--- src/rtl/pft_pkg.sv ---
`timescale 1ns / 1ps

package pft_pkg;

   localparam int unsigned SlotW   = 41;
   localparam int unsigned FrameW  = 38;
   localparam int unsigned PredW   = 64;
   localparam int unsigned CountW  = 32;
   localparam int unsigned RotSpan = 48;
   localparam int unsigned AllocW  = 18;

   typedef enum logic [1:0] {
      UNIT_OTHER,
      UNIT_M,
      UNIT_B,
      UNIT_X
   } unit_type;

   typedef enum logic [3:0] {
      FOP_NONE,
      FOP_ALLOC,
      FOP_CALL,
      FOP_RET,
      FOP_RFI,
      FOP_COVER,
      FOP_LOOP,
      FOP_CLRRRB,
      FOP_CLRRRB_PR
   } frame_op_type;

   // Syllable mask and match pairs for the frame-changing instructions.
   localparam logic [SlotW-1:0] ALLOC_MASK     = 41'h1ee00000000;
   localparam logic [SlotW-1:0] ALLOC_MATCH    = 41'h02c00000000;
   localparam logic [SlotW-1:0] CALL_B_MASK    = 41'h16000000000;
   localparam logic [SlotW-1:0] CALL_B_MATCH   = 41'h02000000000;
   localparam logic [SlotW-1:0] CALL_X_MASK    = 41'h1c000000000;
   localparam logic [SlotW-1:0] CALL_X_MATCH   = 41'h18000000000;
   localparam logic [SlotW-1:0] RET_MASK       = 41'h1e1f80001c0;
   localparam logic [SlotW-1:0] RET_MATCH      = 41'h00108000100;
   localparam logic [SlotW-1:0] RFI_MASK       = 41'h1e1f0000000;
   localparam logic [SlotW-1:0] RFI_MATCH      = 41'h00040000000;
   localparam logic [SlotW-1:0] MISC_MASK      = 41'h1e1f8000000;
   localparam logic [SlotW-1:0] COVER_MATCH    = 41'h00010000000;
   localparam logic [SlotW-1:0] CLRRRB_MATCH   = 41'h00020000000;
   localparam logic [SlotW-1:0] CLRRRB_PR_MATCH = 41'h00028000000;
   localparam logic [SlotW-1:0] LOOP_MASK      = 41'h1e000000080;
   localparam logic [SlotW-1:0] LOOP_MATCH     = 41'h08000000080;

   localparam logic [5:0] LOOP_PRED = 6'd63;
   localparam logic [FrameW-1:0] FRAME_RESET = 38'd96;

   typedef struct packed {
      logic              wrong_path;
      frame_op_type      frame_op;
      logic [AllocW-1:0] alloc_bits;
      logic [5:0]        pred_reg_a;
      logic              pred_val_a;
      logic [5:0]        pred_reg_b;
      logic              pred_val_b;
      logic              move_all_preds;
      logic [PredW-1:0]  pred_image;
      logic [FrameW-1:0] trace_frame;
      logic              trace_frame_ok;
      logic              c1_missing;
   } item_type;

endpackage

--- src/rtl/pft_ifs.sv ---
`timescale 1ns / 1ps

interface pft_req_if;
   logic                        valid;
   logic                        ready;
   logic                        wrong_path;
   logic [1:0]                  unit_kind;
   logic [pft_pkg::SlotW-1:0]   slot_bits;
   logic                        taken;
   logic [5:0]                  pred_reg_a;
   logic                        pred_val_a;
   logic [5:0]                  pred_reg_b;
   logic                        pred_val_b;
   logic                        move_all_preds;
   logic [pft_pkg::PredW-1:0]   pred_image;
   logic [pft_pkg::FrameW-1:0]  trace_frame;
   logic                        trace_frame_ok;

   modport source (
      output valid, wrong_path, unit_kind, slot_bits, taken, pred_reg_a, pred_val_a,
             pred_reg_b, pred_val_b, move_all_preds, pred_image, trace_frame,
             trace_frame_ok,
      input  ready
   );
   modport sink (
      input  valid, wrong_path, unit_kind, slot_bits, taken, pred_reg_a, pred_val_a,
             pred_reg_b, pred_val_b, move_all_preds, pred_image, trace_frame,
             trace_frame_ok,
      output ready
   );
endinterface

interface pft_rsp_if;
   logic                        valid;
   logic                        ready;
   logic [pft_pkg::PredW-1:0]   old_preds;
   logic [pft_pkg::PredW-1:0]   new_preds;
   logic [pft_pkg::FrameW-1:0]  old_frame;
   logic [pft_pkg::FrameW-1:0]  new_frame;
   logic                        is_warmup;
   logic                        squashed;
   logic                        frame_missing;
   logic                        c1_missing;

   modport source (
      output valid, old_preds, new_preds, old_frame, new_frame, is_warmup, squashed,
             frame_missing, c1_missing,
      input  ready
   );
   modport sink (
      input  valid, old_preds, new_preds, old_frame, new_frame, is_warmup, squashed,
             frame_missing, c1_missing,
      output ready
   );
endinterface

interface pft_csr_if;
   logic                        valid;
   logic                        ready;
   logic [pft_pkg::CountW-1:0]  data;

   modport source (output valid, data, input ready);
   modport sink (input valid, data, output ready);
endinterface

--- src/rtl/pft_front.sv ---
`timescale 1ns / 1ps

module pft_front (
   pft_req_if.sink            req_if,
   output logic               push_valid,
   input  logic               push_ready,
   output pft_pkg::item_type  push_item
);

   pft_pkg::unit_type     unit;
   pft_pkg::frame_op_type fop;
   logic [pft_pkg::SlotW-1:0] s;

   assign unit = pft_pkg::unit_type'(req_if.unit_kind);
   assign s    = req_if.slot_bits;

   // Same priority as the decode chain: a non-taken call falls through to later tests.
   always_comb begin
      priority if (unit == pft_pkg::UNIT_M &&
                   (s & pft_pkg::ALLOC_MASK) == pft_pkg::ALLOC_MATCH) begin
         fop = pft_pkg::FOP_ALLOC;
      end else if (req_if.taken &&
                   ((unit == pft_pkg::UNIT_B &&
                     (s & pft_pkg::CALL_B_MASK) == pft_pkg::CALL_B_MATCH) ||
                    (unit == pft_pkg::UNIT_X &&
                     (s & pft_pkg::CALL_X_MASK) == pft_pkg::CALL_X_MATCH))) begin
         fop = pft_pkg::FOP_CALL;
      end else if (unit == pft_pkg::UNIT_B && req_if.taken &&
                   (s & pft_pkg::RET_MASK) == pft_pkg::RET_MATCH) begin
         fop = pft_pkg::FOP_RET;
      end else if (unit == pft_pkg::UNIT_B &&
                   (s & pft_pkg::RFI_MASK) == pft_pkg::RFI_MATCH) begin
         fop = pft_pkg::FOP_RFI;
      end else if (unit == pft_pkg::UNIT_B &&
                   (s & pft_pkg::MISC_MASK) == pft_pkg::COVER_MATCH) begin
         fop = pft_pkg::FOP_COVER;
      end else if (unit == pft_pkg::UNIT_B &&
                   (s & pft_pkg::LOOP_MASK) == pft_pkg::LOOP_MATCH) begin
         fop = pft_pkg::FOP_LOOP;
      end else if (unit == pft_pkg::UNIT_B &&
                   (s & pft_pkg::MISC_MASK) == pft_pkg::CLRRRB_MATCH) begin
         fop = pft_pkg::FOP_CLRRRB;
      end else if (unit == pft_pkg::UNIT_B &&
                   (s & pft_pkg::MISC_MASK) == pft_pkg::CLRRRB_PR_MATCH) begin
         fop = pft_pkg::FOP_CLRRRB_PR;
      end else begin
         fop = pft_pkg::FOP_NONE;
      end
   end

   always_comb begin
      push_item.wrong_path     = req_if.wrong_path;
      push_item.frame_op       = fop;
      // Rotating-region sizes and locals as they land in the low frame bits.
      push_item.alloc_bits     = {s[30:27], s[26:20], s[19:13]};
      push_item.pred_reg_a     = req_if.pred_reg_a;
      push_item.pred_val_a     = req_if.pred_val_a;
      push_item.pred_reg_b     = req_if.pred_reg_b;
      push_item.pred_val_b     = req_if.pred_val_b;
      push_item.move_all_preds = req_if.move_all_preds;
      push_item.pred_image     = req_if.pred_image;
      push_item.trace_frame    = req_if.trace_frame;
      push_item.trace_frame_ok = req_if.trace_frame_ok;
      push_item.c1_missing     = (req_if.pred_reg_a != pft_pkg::LOOP_PRED);
   end

   assign push_valid   = req_if.valid;
   assign req_if.ready = push_ready;

endmodule

--- src/rtl/pft_queue.sv ---
`timescale 1ns / 1ps

module pft_queue (
   input  logic               clock,
   input  logic               reset,
   input  logic               push_valid,
   output logic               push_ready,
   input  pft_pkg::item_type  push_item,
   output logic               pop_valid,
   input  logic               pop_ready,
   output pft_pkg::item_type  pop_item
);

   pft_pkg::item_type entry_ff [2];
   logic       wr_ptr_ff, wr_ptr_in;
   logic       rd_ptr_ff, rd_ptr_in;
   logic [1:0] count_ff, count_in;
   logic       push, pop;

   assign push_ready = (count_ff != 2'd2);
   assign pop_valid  = (count_ff != 2'd0);
   assign push       = push_valid && push_ready;
   assign pop        = pop_valid && pop_ready;
   assign pop_item   = entry_ff[rd_ptr_ff];

   always_comb begin
      wr_ptr_in = push ? ~wr_ptr_ff : wr_ptr_ff;
      rd_ptr_in = pop ? ~rd_ptr_ff : rd_ptr_ff;
      count_in  = count_ff + 2'(push) - 2'(pop);
   end

   always_ff @(posedge clock) begin
      if (reset) begin
         wr_ptr_ff <= 1'b0;
         rd_ptr_ff <= 1'b0;
         count_ff  <= 2'd0;
      end else begin
         wr_ptr_ff <= wr_ptr_in;
         rd_ptr_ff <= rd_ptr_in;
         count_ff  <= count_in;
      end
   end

   always_ff @(posedge clock) begin
      if (push) begin
         entry_ff[wr_ptr_ff] <= push_item;
      end
   end

endmodule

--- src/rtl/pft_back.sv ---
`timescale 1ns / 1ps

module pft_back (
   input  logic               clock,
   input  logic               reset,
   input  logic               item_valid,
   output logic               item_ready,
   input  pft_pkg::item_type  item,
   pft_csr_if.sink            csr_if,
   pft_rsp_if.source          rsp_if
);

   localparam logic [5:0] Span6 = 6'(pft_pkg::RotSpan);
   localparam logic [6:0] Span7 = 7'(pft_pkg::RotSpan);

   logic [pft_pkg::PredW-1:0]  pred_ff, pred_in;
   logic [pft_pkg::FrameW-1:0] frame_ff, frame_in;
   logic [pft_pkg::CountW-1:0] done_ff, done_in;
   logic [pft_pkg::CountW-1:0] limit_ff, limit_in;

   logic                       out_valid_ff, out_valid_in;
   logic [pft_pkg::PredW-1:0]  out_old_preds_ff, out_new_preds_ff;
   logic [pft_pkg::FrameW-1:0] out_old_frame_ff, out_new_frame_ff;
   logic                       out_warm_ff, out_squash_ff, out_fmiss_ff, out_c1_ff;

   logic                       fire;
   logic                       warm;
   logic [5:0]                 base;
   logic [5:0]                 phys_a, phys_b;
   logic [47:0]                img_hi;
   logic [95:0]                img_dbl;
   logic [pft_pkg::PredW-1:0]  upd_preds;
   logic [pft_pkg::FrameW-1:0] upd_frame;
   logic                       fmiss, c1miss;

   // Rename of a virtual predicate; p16..p63 rotate by the base within 48 entries.
   function automatic logic [5:0] phys_pred(input logic [5:0] v, input logic [5:0] b);
      logic [6:0] t;
      t = 7'({1'b0, v}) - 7'd16 + 7'({1'b0, b});
      if (t >= Span7) begin
         t = t - Span7;
      end
      if (v < 6'd16) begin
         return v;
      end
      return 6'(t + 7'd16);
   endfunction

   assign fire       = item_valid && (!out_valid_ff || rsp_if.ready);
   assign item_ready = !out_valid_ff || rsp_if.ready;
   assign warm       = (done_ff < limit_ff);

   assign base    = (frame_ff[37:32] >= Span6) ? frame_ff[37:32] - Span6 : frame_ff[37:32];
   assign phys_a  = phys_pred(item.pred_reg_a, base);
   assign phys_b  = phys_pred(item.pred_reg_b, base);
   assign img_hi  = item.pred_image[63:16];
   assign img_dbl = {img_hi, img_hi} << base;

   always_comb begin
      upd_preds = pred_ff;
      if (phys_a != 6'd0) begin
         upd_preds[phys_a] = item.pred_val_a;
      end
      if (phys_b != 6'd0) begin
         upd_preds[phys_b] = item.pred_val_b;
      end
      if (item.move_all_preds) begin
         upd_preds = {img_dbl[95:48], item.pred_image[15:1], pred_ff[0]};
      end
   end

   always_comb begin
      upd_frame = frame_ff;
      fmiss     = 1'b0;
      c1miss    = 1'b0;
      unique case (item.frame_op)
         pft_pkg::FOP_NONE: begin
            upd_frame = frame_ff;
         end
         pft_pkg::FOP_ALLOC: begin
            upd_frame = {frame_ff[37:18], item.alloc_bits};
         end
         pft_pkg::FOP_CALL: begin
            // New frame keeps only the outputs: sof minus sol.
            upd_frame = {31'd0, 7'(frame_ff[6:0] - frame_ff[13:7])};
         end
         pft_pkg::FOP_RET, pft_pkg::FOP_RFI: begin
            fmiss = !item.trace_frame_ok;
            if (item.trace_frame_ok) begin
               upd_frame = item.trace_frame;
            end
         end
         pft_pkg::FOP_COVER: begin
            upd_frame = '0;
         end
         pft_pkg::FOP_LOOP: begin
            c1miss = item.c1_missing;
            fmiss  = !item.trace_frame_ok;
            if (item.trace_frame_ok) begin
               upd_frame = item.trace_frame;
            end
         end
         pft_pkg::FOP_CLRRRB: begin
            upd_frame = {20'd0, frame_ff[17:0]};
         end
         pft_pkg::FOP_CLRRRB_PR: begin
            upd_frame = {6'd0, frame_ff[31:0]};
         end
         default: begin
            upd_frame = frame_ff;
         end
      endcase
      if (item.wrong_path) begin
         upd_frame = frame_ff;
         fmiss     = 1'b0;
         c1miss    = 1'b0;
      end
   end

   always_comb begin
      pred_in      = pred_ff;
      frame_in     = frame_ff;
      done_in      = done_ff;
      limit_in     = limit_ff;
      out_valid_in = out_valid_ff;
      if (csr_if.valid) begin
         limit_in = csr_if.data;
      end
      if (rsp_if.ready) begin
         out_valid_in = 1'b0;
      end
      if (fire) begin
         out_valid_in = 1'b1;
         if (!item.wrong_path) begin
            pred_in  = upd_preds;
            frame_in = upd_frame;
            if (warm) begin
               done_in = done_ff + 32'd1;
            end
         end
      end
   end

   always_ff @(posedge clock) begin
      if (reset) begin
         pred_ff      <= '1;
         frame_ff     <= pft_pkg::FRAME_RESET;
         done_ff      <= '0;
         limit_ff     <= '0;
         out_valid_ff <= 1'b0;
      end else begin
         pred_ff      <= pred_in;
         frame_ff     <= frame_in;
         done_ff      <= done_in;
         limit_ff     <= limit_in;
         out_valid_ff <= out_valid_in;
      end
   end

   always_ff @(posedge clock) begin
      if (fire) begin
         out_old_preds_ff <= pred_ff;
         out_new_preds_ff <= item.wrong_path ? pred_ff : upd_preds;
         out_old_frame_ff <= frame_ff;
         out_new_frame_ff <= upd_frame;
         out_warm_ff      <= warm;
         out_squash_ff    <= item.wrong_path;
         out_fmiss_ff     <= fmiss;
         out_c1_ff        <= c1miss;
      end
   end

   assign csr_if.ready         = 1'b1;
   assign rsp_if.valid         = out_valid_ff;
   assign rsp_if.old_preds     = out_old_preds_ff;
   assign rsp_if.new_preds     = out_new_preds_ff;
   assign rsp_if.old_frame     = out_old_frame_ff;
   assign rsp_if.new_frame     = out_new_frame_ff;
   assign rsp_if.is_warmup     = out_warm_ff;
   assign rsp_if.squashed      = out_squash_ff;
   assign rsp_if.frame_missing = out_fmiss_ff;
   assign rsp_if.c1_missing    = out_c1_ff;

endmodule

--- src/rtl/predicate_and_frame_tracker.sv ---
// A transaction accepted at the request side is written into the queue, and its result is
// registered at the back-end output when the back end takes the item from the queue.
// Throughput: one transaction per cycle while the result side is not stalled; the predicate
// file and frame update for an item is combinational and is registered as the item is taken.
// A two-entry queue between decode and execute absorbs result-side stalls.
// Reset (synchronous): predicate file all ones, frame 96, warm-up counter and limit zero.
`timescale 1ns / 1ps

module predicate_and_frame_tracker (
   input  logic       clock,
   input  logic       reset,
   pft_req_if.sink    req_if,
   pft_rsp_if.source  rsp_if,
   pft_csr_if.sink    csr_if
);

   logic              push_valid, push_ready;
   logic              pop_valid, pop_ready;
   pft_pkg::item_type push_item, pop_item;

   pft_front u_front (
      .req_if     (req_if),
      .push_valid (push_valid),
      .push_ready (push_ready),
      .push_item  (push_item)
   );

   pft_queue u_queue (
      .clock      (clock),
      .reset      (reset),
      .push_valid (push_valid),
      .push_ready (push_ready),
      .push_item  (push_item),
      .pop_valid  (pop_valid),
      .pop_ready  (pop_ready),
      .pop_item   (pop_item)
   );

   pft_back u_back (
      .clock      (clock),
      .reset      (reset),
      .item_valid (pop_valid),
      .item_ready (pop_ready),
      .item       (pop_item),
      .csr_if     (csr_if),
      .rsp_if     (rsp_if)
   );

   // A squashed transaction leaves all state untouched and raises no error.
   a_squash_no_change: assert property (@(posedge clock) disable iff (reset)
      rsp_if.valid && rsp_if.squashed |->
         rsp_if.new_preds == rsp_if.old_preds && rsp_if.new_frame == rsp_if.old_frame &&
         !rsp_if.frame_missing && !rsp_if.c1_missing)
      else $error("squashed transaction changed state");

   // Predicate zero is never written.
   a_p0_kept: assert property (@(posedge clock) disable iff (reset)
      rsp_if.valid |-> rsp_if.new_preds[0] == rsp_if.old_preds[0])
      else $error("predicate zero changed");

   // A missing trace frame leaves the frame as it was.
   a_fmiss_hold: assert property (@(posedge clock) disable iff (reset)
      rsp_if.valid && rsp_if.frame_missing |-> rsp_if.new_frame == rsp_if.old_frame)
      else $error("frame changed without a valid trace frame");

   // The queue only refuses new transactions while the back end holds a pending result.
   a_stall_only_backpressure: assert property (@(posedge clock) disable iff (reset)
      !push_ready |-> pop_valid && rsp_if.valid)
      else $error("queue full with an idle back end");

endmodule
--- src/flat_wrapper.sv ---
// flat-port wrapper written by rule: the top's interface ports become plain ports
module predicate_and_frame_tracker_flat 
  (clock, reset, req_if_valid, req_if_wrong_path, req_if_unit_kind, req_if_slot_bits, req_if_taken, req_if_pred_reg_a, req_if_pred_val_a, req_if_pred_reg_b, req_if_pred_val_b, req_if_move_all_preds, req_if_pred_image, req_if_trace_frame, req_if_trace_frame_ok, req_if_ready, rsp_if_valid, rsp_if_old_preds, rsp_if_new_preds, rsp_if_old_frame, rsp_if_new_frame, rsp_if_is_warmup, rsp_if_squashed, rsp_if_frame_missing, rsp_if_c1_missing, rsp_if_ready, csr_if_valid, csr_if_data, csr_if_ready);
  pft_req_if req_if_i ();
  pft_rsp_if rsp_if_i ();
  pft_csr_if csr_if_i ();
  input  logic clock;
  input  logic reset;
  input wire logic [$bits(req_if_i.valid)-1:0] req_if_valid;
  input wire logic [$bits(req_if_i.wrong_path)-1:0] req_if_wrong_path;
  input wire logic [$bits(req_if_i.unit_kind)-1:0] req_if_unit_kind;
  input wire logic [$bits(req_if_i.slot_bits)-1:0] req_if_slot_bits;
  input wire logic [$bits(req_if_i.taken)-1:0] req_if_taken;
  input wire logic [$bits(req_if_i.pred_reg_a)-1:0] req_if_pred_reg_a;
  input wire logic [$bits(req_if_i.pred_val_a)-1:0] req_if_pred_val_a;
  input wire logic [$bits(req_if_i.pred_reg_b)-1:0] req_if_pred_reg_b;
  input wire logic [$bits(req_if_i.pred_val_b)-1:0] req_if_pred_val_b;
  input wire logic [$bits(req_if_i.move_all_preds)-1:0] req_if_move_all_preds;
  input wire logic [$bits(req_if_i.pred_image)-1:0] req_if_pred_image;
  input wire logic [$bits(req_if_i.trace_frame)-1:0] req_if_trace_frame;
  input wire logic [$bits(req_if_i.trace_frame_ok)-1:0] req_if_trace_frame_ok;
  output wire logic [$bits(req_if_i.ready)-1:0] req_if_ready;
  output wire logic [$bits(rsp_if_i.valid)-1:0] rsp_if_valid;
  output wire logic [$bits(rsp_if_i.old_preds)-1:0] rsp_if_old_preds;
  output wire logic [$bits(rsp_if_i.new_preds)-1:0] rsp_if_new_preds;
  output wire logic [$bits(rsp_if_i.old_frame)-1:0] rsp_if_old_frame;
  output wire logic [$bits(rsp_if_i.new_frame)-1:0] rsp_if_new_frame;
  output wire logic [$bits(rsp_if_i.is_warmup)-1:0] rsp_if_is_warmup;
  output wire logic [$bits(rsp_if_i.squashed)-1:0] rsp_if_squashed;
  output wire logic [$bits(rsp_if_i.frame_missing)-1:0] rsp_if_frame_missing;
  output wire logic [$bits(rsp_if_i.c1_missing)-1:0] rsp_if_c1_missing;
  input wire logic [$bits(rsp_if_i.ready)-1:0] rsp_if_ready;
  input wire logic [$bits(csr_if_i.valid)-1:0] csr_if_valid;
  input wire logic [$bits(csr_if_i.data)-1:0] csr_if_data;
  output wire logic [$bits(csr_if_i.ready)-1:0] csr_if_ready;
  assign req_if_i.valid = req_if_valid;
  assign req_if_i.wrong_path = req_if_wrong_path;
  assign req_if_i.unit_kind = req_if_unit_kind;
  assign req_if_i.slot_bits = req_if_slot_bits;
  assign req_if_i.taken = req_if_taken;
  assign req_if_i.pred_reg_a = req_if_pred_reg_a;
  assign req_if_i.pred_val_a = req_if_pred_val_a;
  assign req_if_i.pred_reg_b = req_if_pred_reg_b;
  assign req_if_i.pred_val_b = req_if_pred_val_b;
  assign req_if_i.move_all_preds = req_if_move_all_preds;
  assign req_if_i.pred_image = req_if_pred_image;
  assign req_if_i.trace_frame = req_if_trace_frame;
  assign req_if_i.trace_frame_ok = req_if_trace_frame_ok;
  assign req_if_ready = req_if_i.ready;
  assign rsp_if_valid = rsp_if_i.valid;
  assign rsp_if_old_preds = rsp_if_i.old_preds;
  assign rsp_if_new_preds = rsp_if_i.new_preds;
  assign rsp_if_old_frame = rsp_if_i.old_frame;
  assign rsp_if_new_frame = rsp_if_i.new_frame;
  assign rsp_if_is_warmup = rsp_if_i.is_warmup;
  assign rsp_if_squashed = rsp_if_i.squashed;
  assign rsp_if_frame_missing = rsp_if_i.frame_missing;
  assign rsp_if_c1_missing = rsp_if_i.c1_missing;
  assign rsp_if_i.ready = rsp_if_ready;
  assign csr_if_i.valid = csr_if_valid;
  assign csr_if_i.data = csr_if_data;
  assign csr_if_ready = csr_if_i.ready;
  predicate_and_frame_tracker u_core (.clock(clock), .reset(reset), .req_if(req_if_i), .rsp_if(rsp_if_i), .csr_if(csr_if_i));
endmodule
--- config.mk ---
export PLATFORM = sky130hd
export DESIGN_NAME = predicate_and_frame_tracker_flat
export DESIGN_NICKNAME = d
export VERILOG_FILES = /design/src/rtl/pft_pkg.sv /design/src/rtl/pft_ifs.sv /design/src/rtl/pft_front.sv /design/src/rtl/pft_queue.sv /design/src/rtl/pft_back.sv /design/src/rtl/predicate_and_frame_tracker.sv /design/src/flat_wrapper.sv
export SDC_FILE = /design/constraint.sdc
export NUM_CORES = 1
export LEC_CHECK = 0
export BUFFER_PORTS_ARGS = -buffer_cell sky130_fd_sc_hd__buf_2
export CORE_ASPECT_RATIO = 1.75
export CORE_MARGIN = 10
export CORE_UTILIZATION = 49
export DETAILED_ROUTE_END_ITERATION = 7
export PLACE_DENSITY_LB_ADDON = 0.2
export SYNTH_ARGS = -nofsm -noshare
export SYNTH_HDL_FRONTEND = slang
export SYNTH_SLANG_ARGS = --single-unit
--- constraint.sdc ---
create_clock -name clock -period 9.9 [get_ports clock]
set_input_delay 1.485 -clock clock [delete_from_list [all_inputs] [get_ports clock]]
set_output_delay 1.485 -clock clock [all_outputs]
set_load 0.005 [all_outputs]
==> out/metrics.json <==
{
  "outcome": {
    "run_status": "completed"
  },
  "power": {
    "ir_drop_worst_vdd_mv": 0.197,
    "p_leak_nw": 13.6,
    "powerDensity_nw_per_um2": 343
  },
  "yosys": {
    "synth_enable_flop_cells": 490,
    "postSynthAreaPerCell_um2": 11.6,
    "syn-cell-area_um2": 32900,
    "yosysMostFrequentCell": "edfxtp_1",
    "syn-num-nets": 3098,
    "post_synth_num_cell_types": 94,
    "yosysWarningCount": 0,
    "yosys_register_bits": 662,
    "synth_common_cells": "edfxtp_1, nand2_1, nor2_1",
    "synth_area_leaders": "edfxtp_1, dfxtp_1, mux2i_1",
    "netlist.area_leader.share_pct": 44.8,
    "synth-async-reset-ratio_pct": 0,
    "synth_top_area_cell": "edfxtp_1",
    "postSynthCellCount": 2831,
    "yosysSeqAreaShare_pct": 55.2,
    "synthFlopType": "edfxtp_1"
  },
  "clock_network": {
    "numClockSinks": 662,
    "cts_setup_buffers": 0,
    "post_cts_resize_count": 0,
    "cts_h_tree_depth": 2,
    "worst_setup_hold_path_clk_slew_ps": 70,
    "cts_tree": "yes",
    "clkLatencyLatePin_ps": 650,
    "hold_buffers": 0,
    "cts-root-buf": "clkbuf_16",
    "clk_path_buf_depth": 3,
    "numCtsBuffers": 56
  },
  "worst_setup_path": {
    "cp.arrival_ps": 6770,
    "path_max_fanout": 63,
    "crit_path_start_kind": "flop",
    "crit_path_cell_trace": "mux2_2 > ha_1 > ha_1 > o211ai_1 > nand2_1 > inv_1 > ha_1 > or4b_1 > o21ai_0 > a21o_1 > nand4_1 > a21o_1 > o21ai_0 > a211oi_1 > nor3_1 > o21ai_0",
    "crit_path_top_delay_cell": "dfxtp_4",
    "worstSetupPathType": "reg2reg",
    "max_stage_delay_ps": 1010,
    "critical_path_required_ps": 10240,
    "cp_top_family": "compound AO/OA/AOI/OAI gates",
    "setup.worst_path.end_class": "flop",
    "timing.critical_path.buf_inv": 1,
    "timing.reg2reg.setup_slack_ps": 3480
  },
  "timing": {
    "report.final.hold_viol_count": 0,
    "period_share_pct": 64.9,
    "total_negative_slack_for_setup_checks_ps": 0,
    "max_freq_mhz": 156,
    "worst_slew_margin_rel_pct": 20.6,
    "finalSetupViolations": 0,
    "timing.final.crit_period_ps": 6420,
    "timing_worst_slew_pin_value_ps": 1180,
    "clock_skew_ps": 37.9,
    "timing_max_transition_violations_final": 0,
    "setup_repair_after_global_routing_missed_its_margin": "false"
  },
  "floorplanning": {
    "dieArea_um2": 78300,
    "fp.dieW_um": 216,
    "die-height_um": 363,
    "initial_core_utilization_pct": 49.5,
    "io_pins": 411,
    "rows": 125,
    "placeableCoreArea_um2": 66500
  },
  "route": {
    "first_iter_violations": 2094,
    "drt-pass1-iter-count": 6,
    "routedWlPerCell_um": 27.3,
    "ant_nets": 0,
    "drt-total-wl_um": 112000,
    "remaining_drc_errors": 0,
    "detailroute.via_count": 25064,
    "via_per_inst": 6.10
  },
  "global_routing": {
    "global_route.overflow_total": 0,
    "grt_first_pass_wirelength_um": 164000,
    "grt_max_degree": 120,
    "grt_util_all_layers_pct": 27.8,
    "initial_antenna_violation_count": 33,
    "number_of_global_route_vias_before_repair": 25311
  },
  "worst_hold_path": {
    "min-delay-start": "u_core.u_back.frame_ff[25]",
    "worstHoldPathType": "reg2reg"
  },
  "final_layout": {
    "layout_cell_share_with_drive_strength_beyond_1_pct": 22.8,
    "flow.area_growth_from_synthesis_pct": 14.5,
    "final_net_count": 3428,
    "layout.core_utilization_pct": 56.6
  },
  "placed_design": {
    "post-dp-hpwl_um": 84000,
    "count_of_input_and_output_buffers": 397,
    "global_placement_routability_congestion": 1.06
  },
  "flow_run": {
    "max-cap-violations": 0
  }
}
==> cell usage in the layout (no fill, tap or decap), drive strengths merged, types with 14 or more instances in the layout <==
cell / count
o31ai: 37
a21o: 20
buf: 451
o21ai: 157
a311oi: 15
clkbuf: 81
or3: 23
mux2i: 195
o21a: 17
nand3: 49
a22oi: 20
a31oi: 25
a21oi: 197
o22ai: 55
a22o: 22
and3: 18
edfxtp: 490
nand2: 248
dfxtp: 172
inv: 82
ha: 64
nor3: 73
clkinv: 14
nor4: 14
nor2: 227
mux4: 63
a211oi: 45
xnor2: 31
mux2: 70
==> where the power goes <==
part | total [mW] | internal (mW) | switching (mW)
sequential | 4.19 | 3.82 | 0.371
clock | 2.28 | 1.26 | 1.01
combinational | 6.44 | 2.10 | 4.35
==> through the flow <==
step | area, um2 | total power, mW | hold WS, ps | worst slack, ps | instances
2_1_floorplan | 32900 | 8.18 | 421 | 612 | 2831
3_3_place_gp | 35700 | 10.5 | 439 | 3720 | 3992
3_5_place_dp | 35700 | 10.6 | 445 | 3620 | 3992
4_1_cts | 37600 | 12.9 | 461 | 3550 | 4097
5_1_grt | 37600 | 13.5 | 476 | 3100 | 4102
6_report | 37600 | 12.9 | 463 | 3480 | 4108
==> kinds of logic (layout without fill, tap and decap cells) <==
family	count (synthesis)	after routing	share of synthesized area, %
other	1	12	0.0114
adder cells (fa/ha/maj)	67	67	2.62
flip-flops	662	662	55.2
multiplexers	328	328	12.7
AND/OR/NAND/NOR	735	735	10.2
XOR/XNOR	41	41	1.12
AO/OA/AOI/OAI	740	740	14.7
buffers and inverters	257	634	3.33
==> registers in the layout, indices dropped and copies added, names as in the netlist, named ones only <==
signal and cells:
u_core.u_back.frame_ff 38, u_core.u_back.done_ff 32, u_core.u_back.rsp_if.old_preds 64, u_core.u_queue.wr_ptr_ff 1, u_core.u_back.rsp_if.new_preds 64, u_core.u_back.pred_ff 64
u_core.u_queue.entry_ff 282, u_core.u_back.rsp_if.squashed 1, u_core.u_queue.rd_ptr_ff 1, u_core.u_back.rsp_if.frame_missing 1, u_core.u_back.rsp_if.valid 1, u_core.u_back.limit_ff 32
u_core.u_queue.count_ff 2, u_core.u_back.rsp_if.old_frame 38, u_core.u_back.rsp_if.c1_missing 1, u_core.u_back.rsp_if.new_frame 38, u_core.u_back.rsp_if.is_warmup 1
==> worst paths after layout <==
kind,cells past startpoint,end
worst min register to register,0,u_core.u_back.rsp_if.old_frame[25]
worst max-delay path,16,u_core.u_back.rsp_if.new_preds[36]
worst min-delay path,0,u_core.u_back.rsp_if.old_frame[25]
worst max register to register,16,u_core.u_back.rsp_if.new_preds[36]
==> per-layer routing <==
layer,wire length [um],vias up,global-route usage [%]
li1,-,11505,-
met1,39600,12166,29.5
met2,56700,1055,48.6
met3,8070,296,6.82
met4,7350,42,17.6
met5,285,-,0
==> cell type report <==
class | count | area, um2
diodes | 11 | 27.5
inverters | 78 | 300
repair buffers | 451 | 2410
clock buffers | 81 | 1600
multi-input cells | 1912 | 13700
clock inverters | 24 | 292
fillers | 5624 | 28800
flip-flops and latches | 662 | 18200
well taps | 889 | 1110
Power figures use the tool's default switching activity.
